[src/rtl/core/dpd_pkg.sv]
`timescale 1ns / 1ps
`default_nettype none

package dpd_pkg;

   typedef enum logic [1:0] {
      PHASE_PREDROP = 2'd0,
      PHASE_DESCENT = 2'd1,
      PHASE_LANDED  = 2'd2
   } phase_type;

   typedef enum logic [2:0] {
      CSR_RELEASE_ACCEL_MAX  = 3'd0,
      CSR_RELEASE_DROP_MIN   = 3'd1,
      CSR_RELEASE_COUNT      = 3'd2,
      CSR_LANDING_ACCEL_MIN  = 3'd3,
      CSR_LANDING_ALT_MAX    = 3'd4,
      CSR_LANDING_CHANGE_MAX = 3'd5,
      CSR_LANDING_COUNT      = 3'd6
   } csr_index_type;

   localparam int CSR_INDEX_W = 3;
   localparam int CSR_DATA_W  = 24;
   localparam int ACCEL_W     = 16;
   localparam int ALT_W       = 24;
   localparam int THRESH_W    = 15;
   localparam int LIMIT_W     = 2 * THRESH_W;
   localparam int SQUARE_W    = 2 * ACCEL_W - 1;
   localparam int MAG_W       = 2 * ACCEL_W;
   localparam int DIST_W      = 23;
   localparam int STREAK_W    = 8;

   localparam logic [THRESH_W-1:0] RST_RELEASE_ACCEL_MAX  = 15'd300;
   localparam logic [DIST_W-1:0]   RST_RELEASE_DROP_MIN   = 23'd50;
   localparam logic [STREAK_W-1:0] RST_RELEASE_COUNT      = 8'd5;
   localparam logic [THRESH_W-1:0] RST_LANDING_ACCEL_MIN  = 15'd1100;
   localparam logic [ALT_W-1:0]    RST_LANDING_ALT_MAX    = 24'd1000;
   localparam logic [DIST_W-1:0]   RST_LANDING_CHANGE_MAX = 23'd20;
   localparam logic [STREAK_W-1:0] RST_LANDING_COUNT      = 8'd20;

   localparam logic [STREAK_W-1:0] STREAK_MAX = '1;

   typedef struct packed {
      logic [LIMIT_W-1:0]     release_limit;  // release_accel_max squared
      logic [DIST_W-1:0]      release_drop_min;
      logic [STREAK_W-1:0]    release_count;
      logic [LIMIT_W-1:0]     landing_limit;  // landing_accel_min squared
      logic signed [ALT_W-1:0] landing_alt_max;
      logic [DIST_W-1:0]      landing_change_max;
      logic [STREAK_W-1:0]    landing_count;
   } cfg_type;

endpackage

`default_nettype wire

[src/rtl/core/dpd_config.sv]
`timescale 1ns / 1ps
`default_nettype none

module dpd_config
   import dpd_pkg::*;
(
   input  wire logic                   clock,
   input  wire logic                   reset,
   input  wire logic                   csr_we,
   input  wire logic [CSR_INDEX_W-1:0] csr_index,
   input  wire logic [CSR_DATA_W-1:0]  csr_wdata,
   output cfg_type                     cfg
);

   logic [THRESH_W-1:0] rel_accel_ff, rel_accel_in;
   logic [DIST_W-1:0]   rel_drop_ff, rel_drop_in;
   logic [STREAK_W-1:0] rel_count_ff, rel_count_in;
   logic [THRESH_W-1:0] land_accel_ff, land_accel_in;
   logic [ALT_W-1:0]    land_alt_ff, land_alt_in;
   logic [DIST_W-1:0]   land_change_ff, land_change_in;
   logic [STREAK_W-1:0] land_count_ff, land_count_in;
   logic [LIMIT_W-1:0]  rel_limit_ff, rel_limit_in;
   logic [LIMIT_W-1:0]  land_limit_ff, land_limit_in;

   always_comb begin
      rel_accel_in   = rel_accel_ff;
      rel_drop_in    = rel_drop_ff;
      rel_count_in   = rel_count_ff;
      land_accel_in  = land_accel_ff;
      land_alt_in    = land_alt_ff;
      land_change_in = land_change_ff;
      land_count_in  = land_count_ff;
      if (csr_we) begin
         unique case (csr_index)
            CSR_RELEASE_ACCEL_MAX:  rel_accel_in   = csr_wdata[THRESH_W-1:0];
            CSR_RELEASE_DROP_MIN:   rel_drop_in    = csr_wdata[DIST_W-1:0];
            CSR_RELEASE_COUNT:      rel_count_in   = csr_wdata[STREAK_W-1:0];
            CSR_LANDING_ACCEL_MIN:  land_accel_in  = csr_wdata[THRESH_W-1:0];
            CSR_LANDING_ALT_MAX:    land_alt_in    = csr_wdata[ALT_W-1:0];
            CSR_LANDING_CHANGE_MAX: land_change_in = csr_wdata[DIST_W-1:0];
            CSR_LANDING_COUNT:      land_count_in  = csr_wdata[STREAK_W-1:0];
            default: ;
         endcase
      end
      // squared thresholds are registered from the raw registers and follow them in the next cycle
      rel_limit_in  = LIMIT_W'(rel_accel_ff) * LIMIT_W'(rel_accel_ff);
      land_limit_in = LIMIT_W'(land_accel_ff) * LIMIT_W'(land_accel_ff);
   end

   always_ff @(posedge clock) begin
      if (reset) begin
         rel_accel_ff   <= RST_RELEASE_ACCEL_MAX;
         rel_drop_ff    <= RST_RELEASE_DROP_MIN;
         rel_count_ff   <= RST_RELEASE_COUNT;
         land_accel_ff  <= RST_LANDING_ACCEL_MIN;
         land_alt_ff    <= RST_LANDING_ALT_MAX;
         land_change_ff <= RST_LANDING_CHANGE_MAX;
         land_count_ff  <= RST_LANDING_COUNT;
         rel_limit_ff   <= LIMIT_W'(RST_RELEASE_ACCEL_MAX) * LIMIT_W'(RST_RELEASE_ACCEL_MAX);
         land_limit_ff  <= LIMIT_W'(RST_LANDING_ACCEL_MIN) * LIMIT_W'(RST_LANDING_ACCEL_MIN);
      end else begin
         rel_accel_ff   <= rel_accel_in;
         rel_drop_ff    <= rel_drop_in;
         rel_count_ff   <= rel_count_in;
         land_accel_ff  <= land_accel_in;
         land_alt_ff    <= land_alt_in;
         land_change_ff <= land_change_in;
         land_count_ff  <= land_count_in;
         rel_limit_ff   <= rel_limit_in;
         land_limit_ff  <= land_limit_in;
      end
   end

   assign cfg.release_limit      = rel_limit_ff;
   assign cfg.release_drop_min   = rel_drop_ff;
   assign cfg.release_count      = rel_count_ff;
   assign cfg.landing_limit      = land_limit_ff;
   assign cfg.landing_alt_max    = $signed(land_alt_ff);
   assign cfg.landing_change_max = land_change_ff;
   assign cfg.landing_count      = land_count_ff;

endmodule

`default_nettype wire

[src/rtl/core/dpd_square.sv]
`timescale 1ns / 1ps
`default_nettype none

// Input register, then a register holding the three squared axes.
module dpd_square
   import dpd_pkg::*;
(
   input  wire logic                     clock,
   input  wire logic                     reset,
   input  wire logic                     in_valid,
   output logic                          in_ready,
   input  wire logic signed [ACCEL_W-1:0] in_accel_x,
   input  wire logic signed [ACCEL_W-1:0] in_accel_y,
   input  wire logic signed [ACCEL_W-1:0] in_accel_z,
   input  wire logic signed [ALT_W-1:0]   in_altitude,
   output logic                          out_valid,
   input  wire logic                     out_ready,
   output logic [SQUARE_W-1:0]           out_sq_x,
   output logic [SQUARE_W-1:0]           out_sq_y,
   output logic [SQUARE_W-1:0]           out_sq_z,
   output logic signed [ALT_W-1:0]       out_altitude
);

   logic                      v1_ff, v1_in;
   logic signed [ACCEL_W-1:0] ax_ff, ay_ff, az_ff;
   logic signed [ALT_W-1:0]   alt1_ff;
   logic                      v2_ff, v2_in;
   logic [SQUARE_W-1:0]       sqx_ff, sqy_ff, sqz_ff;
   logic signed [ALT_W-1:0]   alt2_ff;
   logic signed [MAG_W-1:0]   prod_x, prod_y, prod_z;
   logic                      ready1, ready2;

   assign ready2   = !v2_ff || out_ready;
   assign ready1   = !v1_ff || ready2;
   assign in_ready = ready1;

   assign prod_x = ax_ff * ax_ff;
   assign prod_y = ay_ff * ay_ff;
   assign prod_z = az_ff * az_ff;

   always_comb begin
      v1_in = v1_ff;
      if (ready1) begin
         v1_in = in_valid;
      end
      v2_in = v2_ff;
      if (ready2) begin
         v2_in = v1_ff;
      end
   end

   always_ff @(posedge clock) begin
      if (reset) begin
         v1_ff <= 1'b0;
         v2_ff <= 1'b0;
      end else begin
         v1_ff <= v1_in;
         v2_ff <= v2_in;
      end
   end

   always_ff @(posedge clock) begin
      if (ready1 && in_valid) begin
         ax_ff   <= in_accel_x;
         ay_ff   <= in_accel_y;
         az_ff   <= in_accel_z;
         alt1_ff <= in_altitude;
      end
      if (ready2 && v1_ff) begin
         sqx_ff  <= $unsigned(prod_x[SQUARE_W-1:0]);
         sqy_ff  <= $unsigned(prod_y[SQUARE_W-1:0]);
         sqz_ff  <= $unsigned(prod_z[SQUARE_W-1:0]);
         alt2_ff <= alt1_ff;
      end
   end

   assign out_valid    = v2_ff;
   assign out_sq_x     = sqx_ff;
   assign out_sq_y     = sqy_ff;
   assign out_sq_z     = sqz_ff;
   assign out_altitude = alt2_ff;

endmodule

`default_nettype wire

[src/rtl/core/dpd_track.sv]
`timescale 1ns / 1ps
`default_nettype none

// Phase and streak tracking; the result register sits here.
module dpd_track
   import dpd_pkg::*;
(
   input  wire logic                   clock,
   input  wire logic                   reset,
   input  wire cfg_type                cfg,
   input  wire logic                   in_valid,
   output logic                        in_ready,
   input  wire logic [SQUARE_W-1:0]    in_sq_x,
   input  wire logic [SQUARE_W-1:0]    in_sq_y,
   input  wire logic [SQUARE_W-1:0]    in_sq_z,
   input  wire logic signed [ALT_W-1:0] in_altitude,
   output logic                        out_valid,
   input  wire logic                   out_ready,
   output logic [1:0]                  out_phase,
   output logic                        out_release_now,
   output logic                        out_landed_now,
   output logic [STREAK_W-1:0]         out_release_streak,
   output logic [STREAK_W-1:0]         out_landing_streak
);

   phase_type               phase_ff, phase_in;
   logic                    primed_ff, primed_in;
   logic signed [ALT_W-1:0] last_alt_ff, last_alt_in;
   logic [STREAK_W-1:0]     rel_cnt_ff, rel_cnt_in;
   logic [STREAK_W-1:0]     land_cnt_ff, land_cnt_in;
   logic                    valid_ff, valid_in;
   logic                    rel_now_ff, rel_now_in;
   logic                    land_now_ff, land_now_in;

   logic                    take;
   logic [MAG_W-1:0]        mag2;
   logic signed [ALT_W:0]   drop;
   logic [ALT_W:0]          change;
   logic                    rel_hit, land_hit;
   logic [STREAK_W-1:0]     rel_bump, land_bump;

   assign in_ready = !valid_ff || out_ready;
   assign take     = in_valid && in_ready;

   assign mag2 = MAG_W'(in_sq_x) + MAG_W'(in_sq_y) + MAG_W'(in_sq_z);
   assign drop = (ALT_W+1)'(last_alt_ff) - (ALT_W+1)'(in_altitude);
   assign change = drop[ALT_W] ? $unsigned(-drop) : $unsigned(drop);

   assign rel_hit = (mag2 < MAG_W'(cfg.release_limit))
                  && (drop > $signed({2'b00, cfg.release_drop_min}));
   assign land_hit = (mag2 > MAG_W'(cfg.landing_limit))
                   && (in_altitude < cfg.landing_alt_max)
                   && (change < {2'b00, cfg.landing_change_max});

   assign rel_bump  = (rel_cnt_ff == STREAK_MAX) ? STREAK_MAX : rel_cnt_ff + 1'b1;
   assign land_bump = (land_cnt_ff == STREAK_MAX) ? STREAK_MAX : land_cnt_ff + 1'b1;

   always_comb begin
      phase_in    = phase_ff;
      primed_in   = primed_ff;
      last_alt_in = last_alt_ff;
      rel_cnt_in  = rel_cnt_ff;
      land_cnt_in = land_cnt_ff;
      rel_now_in  = rel_now_ff;
      land_now_in = land_now_ff;
      valid_in    = valid_ff;
      if (in_ready) begin
         valid_in = in_valid;
      end
      if (take) begin
         primed_in   = 1'b1;
         last_alt_in = in_altitude;
         rel_now_in  = 1'b0;
         land_now_in = 1'b0;
         if (primed_ff) begin
            unique case (phase_ff)
               PHASE_PREDROP: begin
                  rel_cnt_in = rel_hit ? rel_bump : '0;
                  if (rel_cnt_in > cfg.release_count) begin
                     phase_in   = PHASE_DESCENT;
                     rel_now_in = 1'b1;
                  end
               end
               PHASE_DESCENT: begin
                  land_cnt_in = land_hit ? land_bump : '0;
                  if (land_cnt_in >= cfg.landing_count) begin
                     phase_in    = PHASE_LANDED;
                     land_now_in = 1'b1;
                  end
               end
               default: ;
            endcase
         end
      end
   end

   always_ff @(posedge clock) begin
      if (reset) begin
         phase_ff    <= PHASE_PREDROP;
         primed_ff   <= 1'b0;
         last_alt_ff <= '0;
         rel_cnt_ff  <= '0;
         land_cnt_ff <= '0;
         valid_ff    <= 1'b0;
      end else begin
         phase_ff    <= phase_in;
         primed_ff   <= primed_in;
         last_alt_ff <= last_alt_in;
         rel_cnt_ff  <= rel_cnt_in;
         land_cnt_ff <= land_cnt_in;
         valid_ff    <= valid_in;
      end
   end

   always_ff @(posedge clock) begin
      rel_now_ff  <= rel_now_in;
      land_now_ff <= land_now_in;
   end

   // phase and streak registers double as the result payload
   assign out_valid          = valid_ff;
   assign out_phase          = phase_ff;
   assign out_release_now    = rel_now_ff;
   assign out_landed_now     = land_now_ff;
   assign out_release_streak = rel_cnt_ff;
   assign out_landing_streak = land_cnt_ff;

endmodule

`default_nettype wire

[src/rtl/core/descent_phase_detector.sv]
// Descent phase detector.
// req_ carries one sensor sample per transaction (three acceleration axes and
// altitude); rsp_ returns exactly one result per sample: the flight phase,
// the transition flags of that sample and both persistence streaks.
// csr_ writes one of seven threshold registers at any edge with csr_we high;
// write only while no sample is in flight.
// A sample accepted at an edge loads the input register, then the square
// register, then the result register, which drives rsp_.
// Throughput: one sample per cycle; the three pipeline registers each have
// their own valid bit, so the block keeps taking samples while a finished
// result waits for rsp_tready, until every stage is full.
// Reset (synchronous) empties the pipeline, restores the threshold defaults
// and returns to predrop; the first sample after reset only records altitude.
// A stalled receiver holds rsp_tdata steady and back-pressures req_tready.
`timescale 1ns / 1ps
`default_nettype none

module descent_phase_detector
   import dpd_pkg::*;
(
   input  wire logic                   clock,
   input  wire logic                   reset,
   input  wire logic                   req_tvalid,
   output logic                        req_tready,
   // [15:0] accel_x, [31:16] accel_y, [47:32] accel_z, [71:48] altitude
   input  wire logic [71:0]            req_tdata,
   output logic                        rsp_tvalid,
   input  wire logic                   rsp_tready,
   // [1:0] phase, [2] release_now, [3] landed_now, [11:4] release_streak,
   // [19:12] landing_streak, [23:20] zero
   output logic [23:0]                 rsp_tdata,
   input  wire logic                   csr_we,
   input  wire logic [CSR_INDEX_W-1:0] csr_index,
   input  wire logic [CSR_DATA_W-1:0]  csr_wdata
);

   cfg_type                 cfg;
   logic                    sq_valid, sq_ready;
   logic [SQUARE_W-1:0]     sq_x, sq_y, sq_z;
   logic signed [ALT_W-1:0] sq_alt;
   logic [1:0]              phase;
   logic                    release_now, landed_now;
   logic [STREAK_W-1:0]     release_streak, landing_streak;

   dpd_config u_config (
      .clock     (clock),
      .reset     (reset),
      .csr_we    (csr_we),
      .csr_index (csr_index),
      .csr_wdata (csr_wdata),
      .cfg       (cfg)
   );

   dpd_square u_square (
      .clock        (clock),
      .reset        (reset),
      .in_valid     (req_tvalid),
      .in_ready     (req_tready),
      .in_accel_x   ($signed(req_tdata[15:0])),
      .in_accel_y   ($signed(req_tdata[31:16])),
      .in_accel_z   ($signed(req_tdata[47:32])),
      .in_altitude  ($signed(req_tdata[71:48])),
      .out_valid    (sq_valid),
      .out_ready    (sq_ready),
      .out_sq_x     (sq_x),
      .out_sq_y     (sq_y),
      .out_sq_z     (sq_z),
      .out_altitude (sq_alt)
   );

   dpd_track u_track (
      .clock              (clock),
      .reset              (reset),
      .cfg                (cfg),
      .in_valid           (sq_valid),
      .in_ready           (sq_ready),
      .in_sq_x            (sq_x),
      .in_sq_y            (sq_y),
      .in_sq_z            (sq_z),
      .in_altitude        (sq_alt),
      .out_valid          (rsp_tvalid),
      .out_ready          (rsp_tready),
      .out_phase          (phase),
      .out_release_now    (release_now),
      .out_landed_now     (landed_now),
      .out_release_streak (release_streak),
      .out_landing_streak (landing_streak)
   );

   assign rsp_tdata = {4'b0000, landing_streak, release_streak, landed_now, release_now, phase};

endmodule

`default_nettype wire

[config.mk]
export PLATFORM = sky130hd
export DESIGN_NAME = descent_phase_detector
export DESIGN_NICKNAME = d
export VERILOG_FILES = /design/src/rtl/core/dpd_pkg.sv /design/src/rtl/core/dpd_config.sv /design/src/rtl/core/dpd_square.sv /design/src/rtl/core/dpd_track.sv /design/src/rtl/core/descent_phase_detector.sv
export SDC_FILE = /design/constraint.sdc
export NUM_CORES = 2
export LEC_CHECK = 0
export BUFFER_PORTS_ARGS = -buffer_cell sky130_fd_sc_hd__buf_2
export CORE_MARGIN = 2
export CORE_UTILIZATION = 55
export DETAILED_ROUTE_END_ITERATION = 6
export PLACE_DENSITY_LB_ADDON = 0.15
export SETUP_SLACK_MARGIN = 0.5
export SLEW_MARGIN = 25
export SYNTH_ARGS = -nofsm -noshare
export SYNTH_HDL_FRONTEND = slang
export SYNTH_SLANG_ARGS = --single-unit
[constraint.sdc]
create_clock -name clock -period 13.2 [get_ports clock]
set_clock_uncertainty 0.15 [all_clocks]
set_input_delay 2.64 -clock clock [delete_from_list [all_inputs] [get_ports clock]]
set_output_delay 2.64 -clock clock [all_outputs]
set_load 0.05 [all_outputs]
==> summary.txt <==
STA
  – Count of pins over their slew limit: 0
  – Least-Margin Pin Slew: roughly 1.0 ns
  – Max frequency: approximately 130 MHz
  – Final setup vio count: 0
  – Post-route clock period utilization: 0.593
  – Setup TNS: 0 ns
  – Slew HR: 0.297
  – Min Tclk post-route: about 8 ns
  – RSZ-0062 raised after global routing: false
  – Final hold violations: 0

Worst setup path
  – Reg2Reg Depth: 33
  – Origin of the critical flop-to-flop path: u_square.out_altitude[0]
  – Startpoint Class: flip-flop
  – WP data required: 13.46 ns
  – CP max stage delay: 0.48 ns
  – Worst Setup Path Type: flip-flop to flip-flop
  – Crit Reg-Reg Endpoint: u_track.out_landed_now
  – CP Max Fanout: 16
  – R2R Setup Slk: around 5.4 ns
  – CP arrival: between 8 and 9 ns
  – Crit-path most repeated cell: a21o_1
  – CP max stage cell: or4_4
  – Crit end category: flip-flop

Detailed routing
  – Residual DRC: 0
  – Via count: roughly 41000
  – Routed WL: between 100000 and 150000 um
  – Via-to-Cell Ratio: between 5 and 6
  – Pre-antenna DRT Iters: 6
  – Starting DRT DRC Count: around 2200
  – DRT antenna net count: 0
  – Post-DR wirelength/cell: 17.4 um

Yosys
  – Most used standard cell by instance count after synthesis: inv_1
  – Fraction of the mapped netlist area in simple logic gates: 0.126
  – Main combinational cell family by area after synthesis: adder cells
  – Adder-cell share of the synthesized area: 0.476
  – Synthesized area: 58700 sq um
  – Synthesized instance count: between 6000 and 7000
  – Mean Syn Cell Area: about 9.4 sq um
  – Post-synthesis mux area share: 0.00147
  – Compound-Gate Fraction of Synth Area: 0.0842
  – Sequential area share after synthesis: 0.171
  – Unique cell type count in the Yosys netlist: 92
  – Top-area cell type share of the netlist area: 0.342
  – Top cells by count, synth: inv_1 (1435), fa_1 (1005), nand2_1 (627)
  – Post-Synth XOR/XNOR Area: 0.0373
  – EDFF count, synth: between 150 and 200
  – Async S/R FF share, synth: 0
  – Ys flop type: dfxtp_1
  – Synth area leaders: fa_1 (34%), ha_1 (13%), edfxtp_1 (9.6%)
  – Leading area contributor after synthesis: fa_1
  – FF+latch count, synth: between 400 and 500
  – Yosys warns: 0

Hold path
  – Min-Delay Endpoint: u_square.out_altitude[13]
  – Hold Path Depth: 0
  – Worst min-delay path startpoint: u_square.alt1_ff[13]
  – Min-Delay Path Class: flip-flop to flip-flop

Clock network
  – Number of setup buffers added after CTS: 0
  – Max Root-Sink Buffers: 3
  – CTS tree: yes
  – # hold bufs at CTS: 0
  – Total CTS buffers: 51
  – Number of clock sinks: 408
  – Worst-Skew Late Latency: around 0.67 ns
  – Clk root buf: clkbuf_16
  – Cts repair resizes: 0
  – Clock transition at the registers of the reported paths: 0.06 ns
  – H-tree levels: 2

Floorplanning
  – Site row count: about 120
  – Starting Density: 0.556
  – Ports: 130
  – DIE AREA: approximately 110000 sq um
  – Core area: 106000 sq um
  – Die height: approximately 330 um
  – Die X: roughly 330 um

Global route
  – Gr usage total: 0.257
  – Initial antenna violation count: 1
  – Grt ovf: 0
  – Pin count of the biggest net entering global routing: around 140
  – First-pass GRT wire length: ~220000 um
  – Vias in the first global route: 43009

Run status
  – Status: complete, no violations

Finish
  – Layout area overhead: 6.20%
  – Nets: between 7000 and 8000
  – Diodes inserted: 0
  – Register cell area after layout: 10000 sq um
  – Multi-input gate area in the final layout: around 43000 sq um
  – FILL cells: between 9000 and 10000
  – Share of layout cells above drive strength 1: 0.0473

Flow run
  – Max-Cap Viols: 0

Place
  – Detail Placement HPWL: ~110000 um
  – RePlAce Congestion: about 0.91
  – Port buffer count: 125
-- logic make-up (layout without fill, tap and decap cells) --
kind of cell	Yosys count	after routing
compound gates	783	783
xor+xnor	250	250
fa+ha+maj	1631	1631
buf+inv	1609	1680
flops	408	408
mux	8	8
other cells	2	7
simple gates	1537	1537
-- how the worst max path moves through the flow --
stage,depth (start not counted),slack [ns],to,startpoint
2_1_floorplan,2,1.31,u_square.out_altitude[0],rsp_tready
3_3_place_gp,34,5.46,u_track.out_phase[1],u_square.out_altitude[2]
3_5_place_dp,33,5.36,u_track.out_landed_now,u_square.out_altitude[0]
4_1_cts,33,5.33,u_track.out_landed_now,u_square.out_altitude[0]
5_1_grt,35,4.86,u_track.out_phase[1],u_track.last_alt_ff[0]
6_report,33,5.37,u_track.out_landed_now,u_square.out_altitude[0]
-- placed cells by master, fill, tap and decap left out, types with 67 or more instances in the layout --
cell / count
buf_2: 124
a21o_1: 103
ha_1: 625
nor2_1: 249
edfxtp_1: 188
a21oi_1: 312
nand2_1: 627
inv_1: 1435
xnor2_1: 172
dfxtp_1: 220
fa_1: 1005
and2_1: 267
xor2_1: 78
nand2b_1: 67
o21ai_0: 111
-- per-stage QoR --
| stage | hold WS (ns) | area (sq um) | util | worst slack (ns) | instances |
|---|---|---|---|---|---|
| final | 0.269 | 62400 | 0.591 | 5.37 | 7695 |
| after global routing | 0.274 | 62400 | 0.591 | 4.86 | 7695 |
| after CTS | 0.268 | 62300 | 0.591 | 5.33 | 7694 |
| after detailed placement | 0.255 | 60600 | 0.574 | 5.36 | 7598 |
| after global placement | 0.254 | 60600 | 0.574 | 5.46 | 7598 |
| after floorplan | 0.250 | 58800 | - | 1.31 | 6233 |
-- routing by layer --
metal / vias to the layer above / share of wire / wire [um] / GRT usage
met5: - / 0 / 0 / 0
met4: 0 / 0.021 / 2840 / 0.0555
met3: 163 / 0.042 / 5630 / 0.0283
met2: 786 / 0.50 / 66900 / 0.450
met1: 20302 / 0.44 / 58800 / 0.346
li1: 19451 / - / - / -
-- sequential cells by signal, indices dropped and copies added (netlist names), 16 cells and up --
| signal | flops |
|---|---|
| u_square.out_sq_x | 30 |
| u_square.out_sq_y | 30 |
| u_square.out_sq_z | 30 |
| u_config.land_limit_ff | 29 |
| u_config.rel_limit_ff | 29 |
| u_config.land_alt_ff | 24 |
| u_square.alt1_ff | 24 |
| u_square.out_altitude | 24 |
| u_track.last_alt_ff | 24 |
| u_config.land_change_ff | 23 |
| u_config.rel_drop_ff | 23 |
| u_square.ax_ff | 16 |
| u_square.ay_ff | 16 |
| u_square.az_ff | 16 |
-- layout make-up --
type	instances	share of cell area
well taps	1391	0.0279
multi-input cells	4216	0.684
flip-flops and latches	408	0.161
repair buffers	146	0.0131
clock inverters	32	0.00554
clock buffers	64	0.0222
inverters	1438	0.0865
-- worst max-delay path, delay by kind of cell, from the launching register on --
kind	cells	cell delay, ns
flip-flops	1	0.36
AO/OA/AOI/OAI	17	3.70
XOR/XNOR	2	0.38
AND/OR/NAND/NOR	10	2.04
adder cells (fa/ha/maj)	4	0.97
Power is not shown: default switching activity piles up to over one toggle a cycle in this logic, so the estimate is an artifact.
